==> config.mk <==
export PLATFORM = sky130hd
export DESIGN_NAME = humidity_sensor_frame_decoder_top_flat
export DESIGN_NICKNAME = d
export VERILOG_FILES = /design/src/hw/rtl/hsfd_pkg.sv /design/src/hw/rtl/hsfd_if.sv /design/src/hw/rtl/humidity_sensor_frame_decoder_top.sv /design/src/hw/rtl/hsfd_front.sv /design/src/hw/rtl/hsfd_fifo.sv /design/src/hw/rtl/hsfd_back.sv /design/src/flat_wrapper.sv
export SDC_FILE = /design/constraint.sdc
export NUM_CORES = 1
export LEC_CHECK = 0
export BUFFER_PORTS_ARGS = -buffer_cell sky130_fd_sc_hd__buf_2
export CAP_MARGIN = 25
export CORE_MARGIN = 5
export CORE_UTILIZATION = 25
export DETAILED_ROUTE_END_ITERATION = 8
export PLACE_DENSITY = 0.49
export SYNTH_ARGS = -nofsm -noshare
export SYNTH_HDL_FRONTEND = slang
export SYNTH_SLANG_ARGS = --single-unit
==> constraint.sdc <==
create_clock -name clk -period 15.3 [get_ports clk]
set_input_delay 0 -clock clk [delete_from_list [all_inputs] [get_ports clk]]
set_output_delay 0 -clock clk [all_outputs]
set_load 0.01 [all_outputs]
==> src/hw/rtl/hsfd_pkg.sv <==
`default_nettype none

package hsfd_pkg;

  // field widths
  localparam int DATA_W = 8;
  localparam int WORD_W = 16;
  localparam int TEMP_W = 9;
  localparam int HUM_W  = 7;

  // byte positions within a sensor frame
  typedef logic [2:0] pos_t;
  localparam pos_t POS_TEMP_HI  = 3'd0;
  localparam pos_t POS_TEMP_LO  = 3'd1;
  localparam pos_t POS_TEMP_CRC = 3'd2;
  localparam pos_t POS_HUM_HI   = 3'd3;
  localparam pos_t POS_HUM_LO   = 3'd4;
  localparam pos_t POS_HUM_CRC  = 3'd5;

  // crc-8, msb first, no final xor
  localparam logic [DATA_W-1:0] CRC_POLY = 8'h31;
  localparam logic [DATA_W-1:0] CRC_INIT = 8'hFF;

  // conversion constants: temp = (175*raw - 45*65536) / 65536, hum = 100*raw >> 16
  localparam int TPROD_W = 24;
  localparam int HPROD_W = 23;
  localparam int TNUM_W  = TPROD_W + 1;
  localparam logic [TPROD_W-1:0] TEMP_SCALE  = 24'd175;
  localparam logic [HPROD_W-1:0] HUM_SCALE   = 23'd100;
  localparam logic signed [TNUM_W-1:0] TEMP_OFFSET = 25'sd2949120;

  // queue between frame tracker and converter
  localparam int FIFO_DEPTH = 2;
  localparam int FIFO_PTR_W = $clog2(FIFO_DEPTH);
  localparam int FIFO_CNT_W = $clog2(FIFO_DEPTH + 1);

  // one completed frame, raw words plus crc verdicts
  typedef struct packed {
    logic [WORD_W-1:0] temp_word;
    logic [WORD_W-1:0] hum_word;
    logic              temp_ok;
    logic              hum_ok;
  } frame_t;

  function automatic logic [DATA_W-1:0] crc8_update(input logic [DATA_W-1:0] crc,
                                                   input logic [DATA_W-1:0] data);
    logic [DATA_W-1:0] c;
    c = crc ^ data;
    for (int i = 0; i < DATA_W; i++) begin
      c = c[DATA_W-1] ? ({c[DATA_W-2:0], 1'b0} ^ CRC_POLY) : {c[DATA_W-2:0], 1'b0};
    end
    return c;
  endfunction

endpackage

`default_nettype wire

==> src/hw/rtl/hsfd_if.sv <==
`default_nettype none

// byte channel into the decoder
interface hsfd_in_if;
  import hsfd_pkg::*;
  logic              valid;
  logic              ready;
  logic [DATA_W-1:0] data_byte;
  logic              frame_start;
  modport source (output valid, data_byte, frame_start, input ready);
  modport sink (input valid, data_byte, frame_start, output ready);
endinterface

// converted reading out of the decoder
interface hsfd_out_if;
  import hsfd_pkg::*;
  logic                     valid;
  logic                     ready;
  logic signed [TEMP_W-1:0] temperature_c;
  logic        [HUM_W-1:0]  humidity_pct;
  logic                     temp_crc_ok;
  logic                     hum_crc_ok;
  modport source (output valid, temperature_c, humidity_pct, temp_crc_ok, hum_crc_ok,
                  input ready);
  modport sink (input valid, temperature_c, humidity_pct, temp_crc_ok, hum_crc_ok,
                output ready);
endinterface

`default_nettype wire

==> src/hw/rtl/humidity_sensor_frame_decoder_top.sv <==
`default_nettype none

// Sensor frame decoder: takes the six bytes of a temperature/humidity read
// frame (temp hi, temp lo, temp crc, hum hi, hum lo, hum crc), one byte per
// word on in_ch, and checks each 16-bit value against its CRC-8 (poly 0x31,
// init 0xff). After the sixth byte one word appears on out_ch with signed
// whole degrees Celsius, whole percent humidity and both crc verdicts.
// frame_start marks byte 0 and resyncs the frame at any point. A byte can be
// taken every cycle while in_ch.ready is high; the decoded word leaves through a
// two-entry queue, a multiply stage and the output register.
// in_ch.ready drops only when that queue is full because out_ch is stalled.
module humidity_sensor_frame_decoder_top (
  input  wire logic  clk,
  input  wire logic  rst_n,
  hsfd_in_if.sink    in_ch,
  hsfd_out_if.source out_ch
);
  import hsfd_pkg::*;

  frame_t fr_wr_data, fr_rd_data;
  logic   fr_wr_valid, fr_wr_ready;
  logic   fr_rd_valid, fr_rd_ready;

  // byte tracking and crc check
  hsfd_front u_front (
    .clk       (clk),
    .rst_n     (rst_n),
    .in_ch     (in_ch),
    .frm_data  (fr_wr_data),
    .frm_valid (fr_wr_valid),
    .frm_ready (fr_wr_ready)
  );

  // frame queue
  hsfd_fifo u_fifo (
    .clk      (clk),
    .rst_n    (rst_n),
    .wr_data  (fr_wr_data),
    .wr_valid (fr_wr_valid),
    .wr_ready (fr_wr_ready),
    .rd_data  (fr_rd_data),
    .rd_valid (fr_rd_valid),
    .rd_ready (fr_rd_ready)
  );

  // unit conversion and output
  hsfd_back u_back (
    .clk       (clk),
    .rst_n     (rst_n),
    .frm_data  (fr_rd_data),
    .frm_valid (fr_rd_valid),
    .frm_ready (fr_rd_ready),
    .out_ch    (out_ch)
  );

endmodule

`default_nettype wire

==> src/hw/rtl/hsfd_front.sv <==
`default_nettype none

module hsfd_front (
  input  wire logic      clk,
  input  wire logic      rst_n,
  hsfd_in_if.sink        in_ch,
  output hsfd_pkg::frame_t frm_data,
  output logic           frm_valid,
  input  wire logic      frm_ready
);
  import hsfd_pkg::*;

  pos_t              pos_r, pos_nxt, pos_eff;
  logic [DATA_W-1:0] crc_r, crc_nxt;
  logic [WORD_W-1:0] temp_word_r, temp_word_nxt;
  logic              temp_ok_r, temp_ok_nxt;
  logic [DATA_W-1:0] hum_hi_r, hum_hi_nxt;
  logic [DATA_W-1:0] hum_lo_r, hum_lo_nxt;
  logic              accept;

  assign in_ch.ready = frm_ready;
  assign accept      = in_ch.valid && frm_ready;

  // start flag or an unreachable position restarts the frame
  assign pos_eff = (in_ch.frame_start || pos_r > POS_HUM_CRC) ? POS_TEMP_HI : pos_r;

  // per-position update of crc and captured bytes
  always_comb begin
    crc_nxt       = crc_r;
    temp_word_nxt = temp_word_r;
    temp_ok_nxt   = temp_ok_r;
    hum_hi_nxt    = hum_hi_r;
    hum_lo_nxt    = hum_lo_r;
    unique case (pos_eff)
      POS_TEMP_HI: begin
        crc_nxt       = crc8_update(CRC_INIT, in_ch.data_byte);
        temp_word_nxt = {in_ch.data_byte, {DATA_W{1'b0}}};
      end
      POS_TEMP_LO: begin
        crc_nxt       = crc8_update(crc_r, in_ch.data_byte);
        temp_word_nxt = {temp_word_r[WORD_W-1:DATA_W], in_ch.data_byte};
      end
      POS_TEMP_CRC: begin
        temp_ok_nxt = (crc_r == in_ch.data_byte);
        crc_nxt     = CRC_INIT;
      end
      POS_HUM_HI: begin
        crc_nxt    = crc8_update(CRC_INIT, in_ch.data_byte);
        hum_hi_nxt = in_ch.data_byte;
      end
      POS_HUM_LO: begin
        crc_nxt    = crc8_update(crc_r, in_ch.data_byte);
        hum_lo_nxt = in_ch.data_byte;
      end
      default: begin
        crc_nxt = CRC_INIT;
      end
    endcase
    pos_nxt = (pos_eff >= POS_HUM_CRC) ? POS_TEMP_HI : pos_t'(pos_eff + 3'd1);
  end

  // completed frame goes to the queue on the last byte
  assign frm_valid          = in_ch.valid && (pos_eff == POS_HUM_CRC);
  assign frm_data.temp_word = temp_word_r;
  assign frm_data.hum_word  = {hum_hi_r, hum_lo_r};
  assign frm_data.temp_ok   = temp_ok_r;
  assign frm_data.hum_ok    = (crc_r == in_ch.data_byte);

  // position counter
  always_ff @(posedge clk) begin
    if (!rst_n) begin
      pos_r <= POS_TEMP_HI;
    end else if (accept) begin
      pos_r <= pos_nxt;
    end
  end

  // word capture and crc
  always_ff @(posedge clk) begin
    if (accept) begin
      crc_r       <= crc_nxt;
      temp_word_r <= temp_word_nxt;
      temp_ok_r   <= temp_ok_nxt;
      hum_hi_r    <= hum_hi_nxt;
      hum_lo_r    <= hum_lo_nxt;
    end
  end

  a_pos_range: assert property (@(posedge clk) disable iff (!rst_n)
    pos_r <= POS_HUM_CRC)
    else $error("frame position out of range");

endmodule

`default_nettype wire

==> src/hw/rtl/hsfd_fifo.sv <==
`default_nettype none

module hsfd_fifo (
  input  wire logic              clk,
  input  wire logic              rst_n,
  input  wire hsfd_pkg::frame_t  wr_data,
  input  wire logic              wr_valid,
  output logic                   wr_ready,
  output hsfd_pkg::frame_t       rd_data,
  output logic                   rd_valid,
  input  wire logic              rd_ready
);
  import hsfd_pkg::*;

  frame_t                mem_r [FIFO_DEPTH];
  logic [FIFO_PTR_W-1:0] wr_ptr_r, rd_ptr_r;
  logic [FIFO_CNT_W-1:0] count_r;
  logic                  push, pop;

  assign wr_ready = (count_r != FIFO_CNT_W'(FIFO_DEPTH));
  assign rd_valid = (count_r != '0);
  assign rd_data  = mem_r[rd_ptr_r];
  assign push     = wr_valid && wr_ready;
  assign pop      = rd_valid && rd_ready;

  // entry storage
  always_ff @(posedge clk) begin
    if (push) begin
      mem_r[wr_ptr_r] <= wr_data;
    end
  end

  // pointers and fill count
  always_ff @(posedge clk) begin
    if (!rst_n) begin
      wr_ptr_r <= '0;
      rd_ptr_r <= '0;
      count_r  <= '0;
    end else begin
      if (push) begin
        wr_ptr_r <= (wr_ptr_r == FIFO_PTR_W'(FIFO_DEPTH - 1)) ? '0
                                                             : FIFO_PTR_W'(wr_ptr_r + 1'b1);
      end
      if (pop) begin
        rd_ptr_r <= (rd_ptr_r == FIFO_PTR_W'(FIFO_DEPTH - 1)) ? '0
                                                             : FIFO_PTR_W'(rd_ptr_r + 1'b1);
      end
      count_r <= FIFO_CNT_W'(count_r + FIFO_CNT_W'(push) - FIFO_CNT_W'(pop));
    end
  end

  a_count_bound: assert property (@(posedge clk) disable iff (!rst_n)
    count_r <= FIFO_CNT_W'(FIFO_DEPTH))
    else $error("queue count beyond depth");

  a_count_track: assert property (@(posedge clk) disable iff (!rst_n)
    rst_n |=> count_r == FIFO_CNT_W'($past(count_r) + FIFO_CNT_W'($past(push))
                                     - FIFO_CNT_W'($past(pop))))
    else $error("queue count does not follow push and pop");

  a_ptr_gap: assert property (@(posedge clk) disable iff (!rst_n)
    (count_r == '0 || count_r == FIFO_CNT_W'(FIFO_DEPTH)) |-> wr_ptr_r == rd_ptr_r)
    else $error("queue pointers disagree with count");

endmodule

`default_nettype wire

==> src/hw/rtl/hsfd_back.sv <==
`default_nettype none

module hsfd_back (
  input  wire logic             clk,
  input  wire logic             rst_n,
  input  wire hsfd_pkg::frame_t frm_data,
  input  wire logic             frm_valid,
  output logic                  frm_ready,
  hsfd_out_if.source            out_ch
);
  import hsfd_pkg::*;

  // multiply stage
  logic                     a_valid_r;
  logic [TPROD_W-1:0]       tprod_r;
  logic [HPROD_W-1:0]       hprod_r;
  logic                     a_temp_ok_r, a_hum_ok_r;
  logic                     a_load;

  // output stage
  logic                     out_valid_r;
  logic signed [TEMP_W-1:0] temp_r;
  logic [HUM_W-1:0]         hum_r;
  logic                     temp_ok_r, hum_ok_r;
  logic                     out_load;

  logic signed [TNUM_W-1:0] tnum;
  logic [TNUM_W-1:0]        tmag;
  logic [TEMP_W-1:0]        tdeg;
  logic signed [TEMP_W-1:0] temp_nxt;

  assign out_load  = !out_valid_r || out_ch.ready;
  assign a_load    = !a_valid_r || out_load;
  assign frm_ready = a_load;

  // raw words times scale factors
  always_ff @(posedge clk) begin
    if (!rst_n) begin
      a_valid_r <= 1'b0;
    end else if (a_load) begin
      a_valid_r <= frm_valid;
    end
  end

  always_ff @(posedge clk) begin
    if (a_load && frm_valid) begin
      tprod_r     <= TPROD_W'(frm_data.temp_word) * TEMP_SCALE;
      hprod_r     <= HPROD_W'(frm_data.hum_word) * HUM_SCALE;
      a_temp_ok_r <= frm_data.temp_ok;
      a_hum_ok_r  <= frm_data.hum_ok;
    end
  end

  // offset and divide by 65536, truncating toward zero
  always_comb begin
    tnum     = $signed({1'b0, tprod_r}) - TEMP_OFFSET;
    tmag     = tnum[TNUM_W-1] ? TNUM_W'(-tnum) : TNUM_W'(tnum);
    tdeg     = tmag[TNUM_W-1:WORD_W];
    temp_nxt = tnum[TNUM_W-1] ? $signed(TEMP_W'(-tdeg)) : $signed(tdeg);
  end

  // output register
  always_ff @(posedge clk) begin
    if (!rst_n) begin
      out_valid_r <= 1'b0;
    end else if (out_load) begin
      out_valid_r <= a_valid_r;
    end
  end

  always_ff @(posedge clk) begin
    if (out_load && a_valid_r) begin
      temp_r    <= temp_nxt;
      hum_r     <= hprod_r[HPROD_W-1:WORD_W];
      temp_ok_r <= a_temp_ok_r;
      hum_ok_r  <= a_hum_ok_r;
    end
  end

  assign out_ch.valid         = out_valid_r;
  assign out_ch.temperature_c = temp_r;
  assign out_ch.humidity_pct  = hum_r;
  assign out_ch.temp_crc_ok   = temp_ok_r;
  assign out_ch.hum_crc_ok    = hum_ok_r;

  a_frame_enters: assert property (@(posedge clk) disable iff (!rst_n)
    (frm_valid && frm_ready) |=> a_valid_r)
    else $error("accepted frame lost before multiply stage");

endmodule

`default_nettype wire

==> src/flat_wrapper.sv <==
// flat-port wrapper written by rule: the top's interface ports become plain ports
module humidity_sensor_frame_decoder_top_flat import hsfd_pkg::*;
  (clk, rst_n, in_ch_valid, in_ch_data_byte, in_ch_frame_start, in_ch_ready, out_ch_valid, out_ch_temperature_c, out_ch_humidity_pct, out_ch_temp_crc_ok, out_ch_hum_crc_ok, out_ch_ready);
  hsfd_in_if in_ch_i ();
  hsfd_out_if out_ch_i ();
  input  wire logic clk;
  input  wire logic rst_n;
  input wire logic [$bits(in_ch_i.valid)-1:0] in_ch_valid;
  input wire logic [$bits(in_ch_i.data_byte)-1:0] in_ch_data_byte;
  input wire logic [$bits(in_ch_i.frame_start)-1:0] in_ch_frame_start;
  output wire logic [$bits(in_ch_i.ready)-1:0] in_ch_ready;
  output wire logic [$bits(out_ch_i.valid)-1:0] out_ch_valid;
  output wire logic [$bits(out_ch_i.temperature_c)-1:0] out_ch_temperature_c;
  output wire logic [$bits(out_ch_i.humidity_pct)-1:0] out_ch_humidity_pct;
  output wire logic [$bits(out_ch_i.temp_crc_ok)-1:0] out_ch_temp_crc_ok;
  output wire logic [$bits(out_ch_i.hum_crc_ok)-1:0] out_ch_hum_crc_ok;
  input wire logic [$bits(out_ch_i.ready)-1:0] out_ch_ready;
  assign in_ch_i.valid = in_ch_valid;
  assign in_ch_i.data_byte = in_ch_data_byte;
  assign in_ch_i.frame_start = in_ch_frame_start;
  assign in_ch_ready = in_ch_i.ready;
  assign out_ch_valid = out_ch_i.valid;
  assign out_ch_temperature_c = out_ch_i.temperature_c;
  assign out_ch_humidity_pct = out_ch_i.humidity_pct;
  assign out_ch_temp_crc_ok = out_ch_i.temp_crc_ok;
  assign out_ch_hum_crc_ok = out_ch_i.hum_crc_ok;
  assign out_ch_i.ready = out_ch_ready;
  humidity_sensor_frame_decoder_top u_core (.clk(clk), .rst_n(rst_n), .in_ch(in_ch_i), .out_ch(out_ch_i));
endmodule
==> metrics.yaml <==
hold_viol: 0
die_x_um: 220.3
crit_type: "register to register"
synth_top_cell_by_area: "edfxtp_1"
yosys_register_bits: 170
cp_max_fo: 22
syn-num-nets: 1092
synth_most_common_cell: "inv_1"
reg2reg_slack_ns: 9.70
grt_usage: 0.08716
syn-instance-count: 888
r2r-end: "u_core.u_back.tprod_r[23]$_DFFE_PP_"
num-nets-final: 1150
first_global_vias: 6447
critical_path.startpoint_type: "register"
min_period_ns: 5.599
ys.flop_type: "edfxtp_1"
rows: 77
totalNegativeSetupSlack_ns: 0
drtAntennaViolNets: 0
cts.sinks: 170
wl_met3_um: 522
insertion_delay_ns: 0.44
tritoncts: "built"
place_area_um2: 11970
drtPass1Iterations: 4
synthTopCellsByArea: "edfxtp_1 (43%), ha_1 (14%), fa_1 (11%)"
clkTransAtPathRegs_ns: 0.07
outcome: "completed"
cts_buffers: 17
hold_buffers: 10
synth_edf_count: 160
yosys-top-cells-count: "inv_1 (166), edfxtp_1 (160), ha_1 (128), fa_1 (63), xnor2_1 (56)"
setup_viol: 0
fin_area_um2: 12710
grt.overflow.total: 0
hpwl_um: 15180
grt_first_pass_wirelength_um: 33490
hold_class: "input port to register"
hold_start: "in_ch_frame_start"
rsz0062_at_grt: "false"
yosys_warnings: 0
setup_ws_ns: 9.701
wirelength_met1_um: 10110
drv_slew: 0
vias_per_cell: 4.034
endpoint_kind: "register"
ys_seq_area_frac: 0.4528
core_um2: 43930
post_drt_wl_per_cell_um: 13.03
fmax_ghz: 0.1786
htree_levels: 4
cts_buffer_depth: 2
cts-resized-gates: 0
min_path_cells: 4
ios: 33
slew_headroom: 0.4994
met2WireLength_um: 9359
async_reset_ff_frac: 0
area_delta_synth_final_pct: 15.01
antenna_found_initial: 0
tightest_slew_ns: 0.7482
grt_max_degree: 36
layout-drive-gt1-share: 0.1074
place.gp.congestion: 0.7671
min_period_over_period: 0.3660
dr_total_vias: 6257
cts_setup_buffers: 0
synth_top_area_frac: 0.4347
syn_area_per_cell_um2: 12.45
totalWireLength_um: 20200
dpl_worst_slack_ns: 9.403
crit_required_ns: 15.48
stdcell_count: 1551
holdPathEnd: "u_core.u_front.pos_r[0]$_SDFFE_PN0P_"
drv_cap: 0
drt_iter0_drc: 247
fin_worst_skew_ns: 0.01411
dieHeight_um: 220.3
post-route-drc-count: 0
top_layer: "met4"
yosysUniqueCellTypes: 64
dp.cells: 1507
synthesis.area_um2: 11050
root_buffer: "clkbuf_16"
r2r_cells: 16
n_antenna_cell: 0
numPortBuffers: 32
fp.dieArea_um2: 48510
arrival_ns: 5.78
initial_core_util: 0.2516
-- routing by layer --
metal  vias to the layer above  GRT usage
li1                       3186          -
met1                      2995     0.1177
met2                        61     0.1407
met3                        15    0.02134
met4                         0    0.02309
met5                         -          0
-- kinds of logic (layout without fill, tap and decap cells) --
| group | count (synthesis) | in the layout | share of synthesized area |
|---|---|---|---|
| flip-flops | 170 | 170 | 0.4528 |
| buffers and inverters | 176 | 247 | 0.05989 |
| AND/OR/NAND/NOR | 132 | 132 | 0.06748 |
| AO/OA/AOI/OAI | 107 | 107 | 0.06544 |
| XOR/XNOR | 76 | 76 | 0.06091 |
| multiplexers | 36 | 36 | 0.03442 |
| adder cells (fa/ha/maj) | 191 | 191 | 0.2590 |
-- worst max path at each step --
stage | startpoint | end | slack [ns] | cells after the start
after floorplan | register | u_core.u_back.tprod_r[23]$_DFFE_PP_ | 9.91 | 17
after global placement | register | u_core.u_back.tprod_r[23]$_DFFE_PP_ | 9.47 | 15
after detailed placement | register | u_core.u_back.tprod_r[23]$_DFFE_PP_ | 9.40 | 15
after CTS | register | u_core.u_back.tprod_r[23]$_DFFE_PP_ | 9.38 | 15
after global routing | register | u_core.u_back.tprod_r[23]$_DFFE_PP_ | 9.31 | 16
final | register | u_core.u_back.tprod_r[23]$_DFFE_PP_ | 9.70 | 16
-- stage by stage --
step / utilization / hold WS [ns]
detailed placement: 0.2724 / 0.3260
global route: 0.2893 / 0.04937
finish: 0.2893 / 0.04261
CTS: 0.2887 / 0.01255
floorplan: - / 0.09887
global placement: 0.2724 / 0.3240
-- cell usage in the layout (no fill, tap or decap), types with 6 or more instances in the layout --
cell type / n
a21o_1: 7
a21oi_1: 29
a31oi_1: 7
and2_1: 15
and3_1: 12
buf_2: 32
clkbuf_16: 17
clkinv_8: 6
dfxtp_1: 9
dlygate4sd3_1: 10
edfxtp_1: 160
fa_1: 63
ha_1: 128
inv_1: 166
mux2_2: 16
mux2i_1: 20
nand2_1: 23
nand4_1: 6
nor2_1: 20
nor3_1: 12
o21a_1: 6
o21ai_0: 14
o21bai_1: 6
o221ai_1: 8
or3_1: 9
xnor2_1: 56
xor2_1: 19
-- layout make-up --
type / instances / area, um^2
Timing Repair Buffer: 48 / 317.8
Clock buffer: 17 / 425.4
Clock inverter: 15 / 190.2
Multi-Input combinational cell: 542 / 5404
Tap cell: 592 / 740.7
Fill cell: 4554 / 31220
Sequential cell: 170 / 5006
Inverter: 167 / 626.9
-- flip-flops by register name (all words and copies together), names as in the netlist, named ones only --
name / flops
u_core.u_back.out_ch.valid: 1
u_core.u_fifo.count_r: 2
u_core.u_back.out_ch.humidity_pct: 7
u_core.u_back.hprod_r: 7
u_core.u_back.out_ch.temp_crc_ok: 1
u_core.u_back.a_valid_r: 1
u_core.u_fifo.rd_ptr_r: 1
u_core.u_front.temp_word_r: 16
u_core.u_back.out_ch.hum_crc_ok: 1
u_core.u_back.tprod_r: 24
u_core.u_front.temp_ok_r: 1
u_core.u_fifo.mem_r: 68
u_core.u_back.a_temp_ok_r: 1
u_core.u_front.hum_lo_r: 8
u_core.u_back.a_hum_ok_r: 1
u_core.u_front.pos_r: 3
u_core.u_fifo.wr_ptr_r: 1
u_core.u_back.out_ch.temperature_c: 9
u_core.u_front.hum_hi_r: 8
u_core.u_front.crc_r: 8
-- worst max-delay path: stages (launching register included) --
cell and delay, ns:
dfxtp_2 0.59, buf_12 0.24, mux2i_1 0.32, inv_1 0.20
ha_1 0.35, fa_1 0.51, fa_1 0.54, inv_1 0.05
fa_1 0.53, inv_1 0.04, ha_1 0.37, a41oi_1 0.28
or3b_2 0.45, or3_1 0.33, a31oi_1 0.26, a21oi_1 0.12
xor2_1 0.15
Power is left out: the tool's default activity adds up to more than one toggle a clock period on the data nets, which glitch-free logic cannot reach.
